===== src/rtl/elementwise_field_statistics_macros.svh =====
// Assertion macros shared by the statistics block.
`ifndef ELEMENTWISE_FIELD_STATISTICS_MACROS_SVH
`define ELEMENTWISE_FIELD_STATISTICS_MACROS_SVH

// The consequent must hold in the same cycle as the antecedent.
`define EFS_ASSERT_HOLDS(label, clk, rst, ante, cons, msg) \
   label: assert property (@(posedge clk) disable iff (rst) (ante) |-> (cons)) \
      else $error(msg);

// The consequent must hold in the cycle after the antecedent.
`define EFS_ASSERT_NEXT(label, clk, rst, ante, cons, msg) \
   label: assert property (@(posedge clk) disable iff (rst) (ante) |=> (cons)) \
      else $error(msg);

`endif


===== src/rtl/efs_pkg.sv =====
package efs_pkg;

   localparam int CMD_W    = 2;
   localparam int INDEX_W  = 10;
   localparam int SAMPLE_W = 32;
   localparam int STAT_W   = 48;
   localparam int COUNT_W  = 16;
   localparam int MODE_W   = 3;

   localparam int ENTRIES_DEFAULT = 1024;

   // Commands carried by an input beat.
   localparam logic [CMD_W-1:0] CMD_UPDATE  = 2'd0;
   localparam logic [CMD_W-1:0] CMD_READ    = 2'd1;
   localparam logic [CMD_W-1:0] CMD_RESTART = 2'd2;

   // Statistic modes.
   localparam logic [MODE_W-1:0] MODE_INSTANT    = 3'd0;
   localparam logic [MODE_W-1:0] MODE_AVERAGE    = 3'd1;
   localparam logic [MODE_W-1:0] MODE_MINIMUM    = 3'd2;
   localparam logic [MODE_W-1:0] MODE_MAXIMUM    = 3'd3;
   localparam logic [MODE_W-1:0] MODE_ACCUMULATE = 3'd4;

   localparam logic [COUNT_W-1:0] COUNT_MAX = '1;

   typedef logic signed [STAT_W-1:0]   stat_type;
   typedef logic signed [SAMPLE_W-1:0] sample_type;
   typedef logic [COUNT_W-1:0]         count_type;

   // Divider handshake status toward the top level.
   typedef struct packed {
      logic busy;
      logic done;
   } div_status_type;

   // Sign-extend a sample to the statistic width.
   function automatic stat_type widen(input sample_type x);
      widen = stat_type'(x);
   endfunction

   // Fold a sample into a stored statistic according to the mode.
   function automatic stat_type combine(input logic [MODE_W-1:0] mode,
                                        input stat_type old_value,
                                        input sample_type x);
      logic signed [STAT_W:0] sum;
      stat_type               wide_x;
      wide_x = widen(x);
      sum    = {old_value[STAT_W-1], old_value} + {wide_x[STAT_W-1], wide_x};
      unique case (mode)
         MODE_AVERAGE, MODE_ACCUMULATE: begin
            // Saturate when the carry and the sign bit disagree.
            if (sum[STAT_W] != sum[STAT_W-1]) begin
               combine = sum[STAT_W] ? {1'b1, {(STAT_W-1){1'b0}}}
                                     : {1'b0, {(STAT_W-1){1'b1}}};
            end else begin
               combine = sum[STAT_W-1:0];
            end
         end
         MODE_MINIMUM: begin
            combine = (wide_x < old_value) ? wide_x : old_value;
         end
         MODE_MAXIMUM: begin
            combine = (wide_x > old_value) ? wide_x : old_value;
         end
         default: begin
            combine = wide_x;
         end
      endcase
   endfunction

endpackage


===== src/rtl/efs_div.sv =====
// Signed 48-bit by unsigned 16-bit divider, truncating toward zero.
// Restoring algorithm on magnitudes, one quotient bit per cycle.
module efs_div (
   input  logic                       clock,
   input  logic                       reset,
   input  logic                       start,
   input  efs_pkg::stat_type          dividend,
   input  efs_pkg::count_type         divisor,
   input  logic                       take,
   output efs_pkg::div_status_type    status,
   output efs_pkg::stat_type          quotient
);

   localparam int STEP_W = $clog2(efs_pkg::STAT_W);
   localparam logic [STEP_W-1:0] LAST_STEP = STEP_W'(efs_pkg::STAT_W - 1);

   localparam logic [1:0] ST_IDLE = 2'd0;
   localparam logic [1:0] ST_RUN  = 2'd1;
   localparam logic [1:0] ST_DONE = 2'd2;

   logic [1:0]                    state_ff, state_in;
   logic [STEP_W-1:0]             step_ff, step_in;
   logic                          neg_ff, neg_in;
   logic [efs_pkg::STAT_W-1:0]    mag_ff, mag_in;
   logic [efs_pkg::COUNT_W-1:0]   rem_ff, rem_in;
   logic [efs_pkg::COUNT_W-1:0]   dsr_ff, dsr_in;
   logic [efs_pkg::COUNT_W:0]     trial;
   logic                          fits;

   // One restoring step: bring down the next dividend bit and try to subtract.
   assign trial = {rem_ff, mag_ff[efs_pkg::STAT_W-1]};
   assign fits  = trial >= {1'b0, dsr_ff};

   always_comb begin
      state_in = state_ff;
      step_in  = step_ff;
      neg_in   = neg_ff;
      mag_in   = mag_ff;
      rem_in   = rem_ff;
      dsr_in   = dsr_ff;
      unique case (state_ff)
         ST_IDLE: begin
            if (start) begin
               state_in = ST_RUN;
               step_in  = LAST_STEP;
               neg_in   = dividend[efs_pkg::STAT_W-1];
               mag_in   = dividend[efs_pkg::STAT_W-1] ? -dividend : dividend;
               rem_in   = '0;
               dsr_in   = divisor;
            end
         end
         ST_RUN: begin
            mag_in = {mag_ff[efs_pkg::STAT_W-2:0], fits};
            rem_in = fits ? efs_pkg::COUNT_W'(trial - {1'b0, dsr_ff})
                          : trial[efs_pkg::COUNT_W-1:0];
            if (step_ff == '0) begin
               state_in = ST_DONE;
            end else begin
               step_in = step_ff - 1'b1;
            end
         end
         ST_DONE: begin
            if (take) begin
               state_in = ST_IDLE;
            end
         end
         default: begin
            state_in = ST_IDLE;
         end
      endcase
   end

   always_ff @(posedge clock) begin
      if (reset) begin
         state_ff <= ST_IDLE;
      end else begin
         state_ff <= state_in;
      end
   end

   always_ff @(posedge clock) begin
      step_ff <= step_in;
      neg_ff  <= neg_in;
      mag_ff  <= mag_in;
      rem_ff  <= rem_in;
      dsr_ff  <= dsr_in;
   end

   // The magnitude register holds the quotient once the last step is done.
   assign quotient    = neg_ff ? -efs_pkg::stat_type'(mag_ff)
                               : efs_pkg::stat_type'(mag_ff);
   assign status.busy = state_ff != ST_IDLE;
   assign status.done = state_ff == ST_DONE;

endmodule


===== config.mk =====
export PLATFORM = sky130hd
export DESIGN_NAME = efs_div
export DESIGN_NICKNAME = d
export VERILOG_FILES = /design/src/rtl/elementwise_field_statistics_macros.svh /design/src/rtl/efs_pkg.sv /design/src/rtl/efs_div.sv
export SDC_FILE = /design/constraint.sdc
export NUM_CORES = 1
export LEC_CHECK = 0
export BUFFER_PORTS_ARGS = -buffer_cell sky130_fd_sc_hd__buf_2
export CAP_MARGIN = 20
export CELL_PAD_IN_SITES_DETAIL_PLACEMENT = 2
export CELL_PAD_IN_SITES_GLOBAL_PLACEMENT = 2
export CORE_MARGIN = 2
export CORE_UTILIZATION = 31
export DETAILED_ROUTE_END_ITERATION = 12
export MAX_ROUTING_LAYER = met4
export PLACE_DENSITY_LB_ADDON = 0.1
export SLEW_MARGIN = 25
export SYNTH_ARGS = -nofsm -noshare
export SYNTH_HDL_FRONTEND = slang
export SYNTH_SLANG_ARGS = --single-unit

===== constraint.sdc =====
create_clock -name clock -period 3 [get_ports clock]
set_input_delay 0.6 -clock clock [delete_from_list [all_inputs] [get_ports clock]]
set_output_delay 0.6 -clock clock [all_outputs]
set_load 0.05 [all_outputs]

==> results of run 1 <==
worst register-to-register path: cells and delay by family, from the launching register on:
| kind | cells | cell delay, ns |
|---|---|---|
| fa+ha+maj | 1 | 0.37 |
| simple gates | 2 | 0.19 |
| flops | 1 | 0.41 |
| buf+inv | 1 | 0.31 |
| mux | 1 | 0.30 |
| compound gates | 4 | 0.96 |
final cells by class:
| cell class | instances | area (um2) |
|---|---|---|
| flip-flops and latches | 89 | 2650 |
| clock buffers | 9 | 225 |
| inverters | 29 | 109 |
| fillers | 2207 | 11400 |
| repair buffers | 221 | 1540 |
| multi-input cells | 536 | 3900 |
| well taps | 270 | 338 |
| clock inverters | 7 | 101 |
timing repair:
action,CTS,global route
setup buffers,12,9
endpoints found under the hold margin,0,0
pin swaps,5,6
setup endpoints to repair,40,41
gates resized for setup,98,26
flip-flops by register name, indices dropped and copies added, names as in the netlist:
signal	count
step_ff	6
neg_ff	1
rem_ff	16
state_ff	2
dsr_ff	16
mag_ff	48
worst max-delay path by stage:
stage,end,from,depth (start not counted)
4_1_cts,quotient[46],mag_ff[36],8
3_5_place_dp,quotient[47],mag_ff[36],7
3_3_place_gp,quotient[47],mag_ff[36],7
6_report,quotient[47],mag_ff[36],7
5_1_grt,quotient[47],mag_ff[33],7
2_1_floorplan,quotient[47],mag_ff[36],6
per-stage QoR:
stage	area (um2)	setup slack [ns]	std cells	TNS [ns]	power [uW]
5_1_grt	8870	-0.762	1161	-13.19	5350
3_5_place_dp	7980	-0.447	1126	-7.15	3650
2_1_floorplan	6520	-0.239	682	-1.23	3010
6_report	8870	-0.657	1161	-9.04	5080
3_3_place_gp	7980	-0.387	1126	-5.06	3570
4_1_cts	8730	-0.699	1154	-10.12	5100
synthesized netlist by cell type, types with 2 or more instances:
master / count
or3_4: 2
a211oi_1: 5
o21a_1: 4
nand2_1: 83
clkbuf_1: 23
nand4_1: 3
and3_1: 2
o21bai_1: 3
o31ai_1: 24
and2_1: 4
or2_2: 3
or4_4: 2
dfxtp_1: 2
mux2i_1: 12
ha_1: 20
inv_1: 29
nand2b_1: 14
nor2b_1: 7
o21ai_0: 78
a21o_1: 3
nand3b_1: 2
xnor2_1: 58
o41ai_1: 20
nand3_1: 7
nor2_1: 43
buf_1: 4
nor4_1: 6
edfxtp_1: 87
nor3_1: 16
a21oi_1: 28
xor2_1: 47
or4_1: 12
or3_1: 7
cells by family after synthesis:
kind of cell	synth area share, %
buf+inv	3.41
simple gates	17.2
compound gates	17.2
mux	2.06
xor+xnor	14.4
flops	41.5
fa+ha+maj	4.23
power breakdown:
part,total (uW),switching (uW),internal (uW)
Combinational,2130,1320,808
Clock,1270,528,740
Sequential,1690,110,1580
Total,5080,1960,3130
routing by layer:
layer,share of wire [%],track usage [%]
met2,51,36.2
met4,1.5,5.00
met5,0,-
met3,2.1,2.47
met1,46,26.4
==> impl_metrics.toml, run 1 <==
[outcome]
run_status = "complete, but fails checks"
violations = "negative setup slack"

[cells_and_area]
final_net_count = 975
layout_common_cells = "buf_4, edfxtp_1, nand2_1"
antenna_cells = 0
final_core_util_pct = 43.8
areaGrowthSynthToFinish_pct = 38.7
drive_gt1_share_pct = 34.3
final_common_cell = "buf_4"

[placed_design]
dp_hpwl_um = 16300
port_buffers = 117
place.gp.congestion = 0.802

[yosys]
synth_area_leaders = "edfxtp_1, xnor2_1, xor2_1"
synth_area_per_cell_um2 = 9.37
synth.net_count = 771
syn_inst = 682
ys_ff_latch = 89
syn_area_um2 = 6390
post-synth-top-area-cell = "edfxtp_1"
synth_edf_count = 87
async_reset_ff_share_pct = 0
ys_types = 55
synth_ff_type = "edfxtp_1"
synth-seq-area-share_pct = 41.5
netlist.area_leader.share_pct = 40.9
ys_warn_count = 0

[route]
wl_um = 22000
wl_per_cell_um = 19.0
drt-initial-drc-count = 215
via_per_inst = 5.13
drc = 0
dr.pass1.iters = 4
vias = 5959
ant_nets = 0

[global_routing]
gr-total-overflow = 0
grt_pass1_vias = 6652
grt_pass1_wl_um = 35400
antenna_found_initial = 0
grt_max_degree = 79
grt_usage_pct = 21.0

[sta]
rsz0062_at_grt = "true"
worstMarginPinSlew_ns = 0.800
setup_slack_ns = -0.657
slew_violations = 0
hold_viol = 0
finClkSkew_ns = 0.0112
setup_viol = 35
fmax_mhz = 273
fin_crit_sh_pct = 122
fin_hold_ws_ns = 0.417
min_period_ns = 3.66
slew_headroom_pct = 46.6

[clock_tree]
tritoncts = "yes"
cts.path.max_buffers = 2
clock_sinks = 89
postCtsHoldBufs = 0
cts-root-buf = "clkbuf_16"
path_clk_slew_ns = 0.07
cts_made_buffers = 9
clock_latency_ns = 0.35
htree_levels = 3

[power_and_ir_drop]
ir_drop_mv = 0.263
powerDensity_nw_per_um2 = 574
p_leak_uw = 0.00362

[setup_path]
path_buf_inv = 1
critPathLaunchType = "flop"
r2r-start = "rem_ff[3]"
crit_family = "simple AND/OR/NAND/NOR gates"
rrSetupSlack_ns = 0.22
r2r_end = "rem_ff[8]"
crit_chain = "or4_4, or4_4, or3_4, or3_4, o31ai_4, xnor2_4, buf_6"
critPathRequiredTime_ns = 2.40
path_max_fanout = 2
worstSetupPathType = "reg -> out"
critical_path_arrival_ns = 3.06
cp-end-kind = "output port"
cpPeakStageDelay_ns = 0.55
worst_path_max_delay_cell = "or4_4"
r2r_cells = 9

[floorplan]
initial_core_util_pct = 31.6
dieHeight_um = 148
io_pins = 118
dieArea_um2 = 21800
core.rowCount = 52
core_area_um2 = 20200
die_x_um = 148

[hold_path]
worstHoldEndpoint = "dsr_ff[6]"
hold_depth = 1
min_from = "divisor[6]"
timing.hold.worst.class = "in -> reg"

[run]
drv_cap = 0
Power figures use the tool's default switching activity.
==> run 2, diff against run 1 <==
ABC_CLOCK_PERIOD_IN_PS = 3000   (was default)
SKIP_LAST_GASP = 1   (was default)
==> run 2 against run 1 <==
  * The run still ends with negative setup slack left
  * Combinational power about the same
  * Sequential share of layout area is 0.35 points higher
  * Total power decreased by 0.65%
  * Maximum frequency hardly changed
  * Non-clock buffer count did not move
  * First-iteration DRC count down 3.3%
  * Sequential power about the same
  * Worst hold slack improved by 0.0021 ns
  * Largest cell class unchanged
  * Largest power group unchanged
==> impl_metrics.toml, run 2 (synthesis results as in run 1) <==
[outcome]
run_status = "complete, but fails checks"
violations = "negative setup slack"

[setup_path]
cp-startpoint = "mag_ff[36]"
path_max_fanout = 2
critical_path_arrival_ns = 3.06
r2r_end = "rem_ff[8]"
worstSetupPathType = "reg -> out"
cp-end-kind = "output port"
r2r-start = "rem_ff[3]"
critPathLaunchType = "flop"
rrSetupSlack_ns = 0.22
r2r_cells = 9
critPathRequiredTime_ns = 2.40

[cells_and_area]
final_core_util_pct = 43.3
regArea_um2 = 2650
multi_input_area_um2 = 3810
largest_register_ffs = 48
layout_common_cells = "buf_4, edfxtp_1, nand2_1"
fin_area_um2 = 8760
final_common_cell = "buf_4"
antenna_cells = 0
drive_gt1_share_pct = 32.9
fill_cells = 2209
final_net_count = 975
top_regs = "mag_ff x48, dsr_ff x16, rem_ff x16"
areaGrowthSynthToFinish_pct = 37.1
regMostFlops = "mag_ff"

[floorplan]
io_pins = 118
initial_core_util_pct = 31.6
dieArea_um2 = 21800
core_area_um2 = 20200
die_x_um = 148
core.rowCount = 52
dieHeight_um = 148

[clock_tree]
path_clk_slew_ns = 0.07
htree_levels = 3
tritoncts = "yes"
cts.path.max_buffers = 2
clock_sinks = 89
cts-root-buf = "clkbuf_16"
cts_made_buffers = 9
clock_latency_ns = 0.35
postCtsHoldBufs = 0

[global_routing]
grt_max_degree = 79
grt_usage_pct = 20.8
antenna_found_initial = 0
met1_usage_pct = 26.3
grt.busiest_layer = "met2"
grt_pass1_vias = 6596
grt_pass1_wl_um = 35000
gr-total-overflow = 0
use_met3_pct = 2.44
global_route.usage.met2_pct = 35.6

[power_and_ir_drop]
p_switching_uw = 1940
p_clk_share_pct = 25.0
swShare_pct = 38.4
p_comb_share_pct = 41.6
power_frac_seq_pct = 33.4
powerDensity_nw_per_um2 = 577
ir_drop_mv = 0.262
p_leak_uw = 0.00358
p_int_uw = 3110

[route]
wl_um = 21800
drt-initial-drc-count = 208
drc = 0
wl_per_cell_um = 18.7
via_per_inst = 5.13
vias = 5958
dr.pass1.iters = 4
ant_nets = 0

[hold_path]
min_from = "divisor[6]"
worstHoldEndpoint = "dsr_ff[6]"
hold_depth = 1
timing.hold.worst.class = "in -> reg"

[placed_design]
dp_slack_ns = -0.447
placed_area_um2 = 7980
dp_hpwl_um = 16300
place.gp.congestion = 0.802
port_buffers = 117

[sta]
finClkSkew_ns = 0.0101
setup_slack_ns = -0.659
min_period_ns = 3.66
worstMarginPinSlew_ns = 0.804
fmax_mhz = 273
slew_violations = 0
setup_viol = 37
fin_crit_sh_pct = 122
setup_tns_ns = -10.75
slew_headroom_pct = 46.3
hold_viol = 0
rsz0062_at_grt = "true"

[run]
drv_cap = 0
## run 2: cell count changes in the layout (fill, tap and decap cells not counted), sizes merged
cell    change
clkbuf      -1
buf         +1
## run 2: power by group through the flow
stage	clock network (uW)	logic, uW	registers [uW]
final	1260	2100	1690
after global routing	1350	2260	1710
after CTS	1310	2080	1690
after detailed placement	0	1950	1710
after global placement	0	1870	1690
after floorplan	0	1280	1720
## run 2: how the worst max path moves through the flow
stage / endpoint / slack [ns] / cells past startpoint
floorplan: quotient[47] / -0.24 / 6
global placement: quotient[47] / -0.39 / 7
detailed placement: quotient[47] / -0.45 / 7
CTS: quotient[47] / -0.72 / 7
global route: quotient[47] / -0.76 / 7
finish: quotient[47] / -0.66 / 7
## run 2: final cells by class
class	count	share of cell area (%)
Clock buffer	9	2.57
Clock inverter	7	1.16
Inverter	29	1.24
Multi-Input combinational cell	536	43.5
Sequential cell	89	30.3
Tap cell	270	3.86
Timing Repair Buffer	221	17.4
## run 2: worst max-delay path, stage by stage (launching register included)
cell and delay (ns):
edfxtp_1 0.39, or4_4 0.55, or4_4 0.44, or3_4 0.35, or3_4 0.35, o31ai_4 0.31, xnor2_4 0.15, buf_6 0.17
## run 2: metrics by stage
step                      total power (uW)  std cells  hold WS, ns
after floorplan                       3010        682        0.538
after global placement                3570       1126        0.562
after detailed placement              3650       1126        0.605
after CTS                             5080       1154        0.402
after global routing                  5320       1161        0.402
final                                 5050       1161        0.419
## run 2: routing by layer
layer / share of wire, % / vias up
met5: 0 / -
met4: 1.4 / 0
met3: 2.1 / 17
met2: 50 / 91
met1: 46 / 2965
li1: - / 2885
## run 2: what timing repair did
action | CTS | global route
gates resized for setup | 75 | 14
setup buffers | 12 | 7
cloned | 0 | 0
endpoints found under the setup margin | 40 | 41
pin swaps | 5 | 4
==> run 3, diff against run 2 <==
CELL_PAD_IN_SITES_DETAIL_PLACEMENT = 1   (was 2)
CELL_PAD_IN_SITES_GLOBAL_PLACEMENT = 1   (was 2)
CORE_UTILIZATION = 39   (was 31)
RECOVER_POWER = 25   (was default)
==> run 3 against run 2 <==
  * The run ends with max-capacitance violations, max-slew violations, negative setup slack left
  * Sequential cell count unchanged
  * Routed wire length down 12%
  * Sequential power about the same
  * Cell count is 4.8% lower
  * Non-clock buffer count decreased by 3
  * Worst hold slack lost 0.0040 ns
  * Sequential share of layout area grew 0.64 points
  * Critical path depth grew 1
  * Die area fell by 20%
  * Maximum frequency grew 0.73%
  * Count of clock-buffer cells in the layout did not move
  * Via count fell by 1.5%
  * Largest cell class unchanged
  * Highest routed layer unchanged
==> impl_metrics.toml, run 3 (synthesis results as in run 1) <==
[outcome]
run_status = "complete, but fails checks"
violations = "max-capacitance violations, max-slew violations, negative setup slack"

[power_and_ir_drop]
swShare_pct = 38.5
p_int_uw = 2990
power_frac_seq_pct = 34.6
p_leak_uw = 0.00352
powerDensity_nw_per_um2 = 568
ir_drop_mv = 0.353
p_switching_uw = 1880
p_clk_share_pct = 23.8
p_comb_share_pct = 41.6

[route]
drt-initial-drc-count = 292
via_per_inst = 5.31
vias = 5866
wl_um = 19200
ant_nets = 0
dr.pass1.iters = 4
drc = 0
wl_per_cell_um = 17.4

[sta]
finClkSkew_ns = 0.00892
setup_slack_ns = -0.633
slew_headroom_pct = -1.44
rsz0062_at_grt = "true"
hold_viol = 0
setup_viol = 37
slew_violations = 37
min_period_ns = 3.63
fmax_mhz = 275
worstMarginPinSlew_ns = 1.52
fin_crit_sh_pct = 121

[clock_tree]
clock_latency_ns = 0.35
cts-root-buf = "clkbuf_16"
clock_sinks = 89
cts.path.max_buffers = 2
path_clk_slew_ns = 0.07
postCtsHoldBufs = 0
tritoncts = "yes"
cts_made_buffers = 9
htree_levels = 3

[cells_and_area]
regMostFlops = "mag_ff"
regArea_um2 = 2650
areaGrowthSynthToFinish_pct = 34.3
final_core_util_pct = 53.8
fill_cells = 1833
final_net_count = 972
largest_register_ffs = 48
drive_gt1_share_pct = 31.5
multi_input_area_um2 = 3770
layout_common_cells = "buf_4, edfxtp_1, nand2_1"
top_regs = "mag_ff x48, dsr_ff x16, rem_ff x16"
final_common_cell = "buf_4"

[global_routing]
gr-total-overflow = 0
grt_max_degree = 79
grt_usage_pct = 23.5
antenna_found_initial = 0
grt_pass1_wl_um = 31800
grt_pass1_vias = 6172

[placed_design]
place.gp.congestion = 0.884
dp_hpwl_um = 14700
port_buffers = 117
dp_slack_ns = -0.435

[setup_path]
critical_path_arrival_ns = 3.03
critPathLaunchType = "flop"
path_max_fanout = 2
cp-end-kind = "output port"
critPathRequiredTime_ns = 2.40
worstSetupPathType = "reg -> out"

[floorplan]
dieHeight_um = 132
dieArea_um2 = 17400
initial_core_util_pct = 40.1
core.rowCount = 46
core_area_um2 = 15900
io_pins = 118
die_x_um = 132

[run]
drv_cap = 1

[hold_path]
timing.hold.worst.class = "in -> reg"
==> run 3: cell count changes in the layout (fill, tap and decap cells not counted), moves of 2 or more <==
cell      change
clkbuf_1      +4
or4_4         -2
buf_2         -3
buf_4         -2
buf_6         -2
or4_1         +2
==> run 3: power groups by stage <==
stage               registers (uW)  clock network (uW)  logic, uW
floorplan                     1720                   0       1280
global placement              1690                   0       1850
detailed placement            1700                   0       1910
CTS                           1680                1180       2010
global route                  1700                1240       2180
finish                        1680                1160       2030
==> run 3: stage by stage <==
step | hold WS [ns] | total power (uW) | TNS, ns | instance area [um2] | std cells
after floorplan | 0.538 | 3010 | -1.23 | 6520 | 682
after global placement | 0.565 | 3540 | -4.57 | 7940 | 1076
final | 0.415 | 4870 | -9.88 | 8580 | 1105
after global routing | 0.405 | 5130 | -16.08 | 8580 | 1104
after detailed placement | 0.568 | 3610 | -6.39 | 7940 | 1076
after CTS | 0.409 | 4870 | -10.70 | 8530 | 1100
==> run 3: critical path: stages (launching register included) <==
cell and delay [ns]:
edfxtp_1 0.38, or4_4 0.54, or4_4 0.43, or3_4 0.38, or3_4 0.36, buf_4 0.15, o21ai_4 0.13, xnor2_2 0.13
buf_6 0.18
==> run 3: final timing paths <==
kind	from	end	slack [ns]	cells after the start
worst max-delay path	mag_ff[36]	quotient[46]	-0.63	8
worst min-delay path	divisor[11]	dsr_ff[11]	0.42	1
worst max register to register	rem_ff[3]	rem_ff[8]	0.24	9
worst min register to register	mag_ff[1]	mag_ff[2]	0.62	2
==> run 3: area by class of cell <==
| cell class | instances | share of cell area (%) |
|---|---|---|
| Multi-Input combinational cell | 536 | 43.9 |
| Timing Repair Buffer | 218 | 17.3 |
| Sequential cell | 89 | 30.9 |
| Clock inverter | 7 | 0.802 |
| Clock buffer | 9 | 2.62 |
| Tap cell | 216 | 3.15 |
| Inverter | 29 | 1.27 |
| Antenna cell | 1 | 0.0292 |
==> run 3: metal layers <==
| metal | routed length, um | GRT usage (%) | share of wire, % | vias to the layer above |
|---|---|---|---|---|
| met5 | 0 | - | 0 | - |
| met2 | 9260 | 38.0 | 48 | 111 |
| li1 | - | - | - | 2884 |
| met4 | 195 | 4.65 | 1.0 | 0 |
| met1 | 9010 | 31.4 | 47 | 2857 |
| met3 | 776 | 3.65 | 4.0 | 14 |
==> run 3: what timing repair did <==
item                       in CTS  in global routing
buffers inserted                8                  4
gates cloned                    0                  0
setup endpoints to repair      40                 52
resized for setup              70                 12
pin swaps                       6                  1
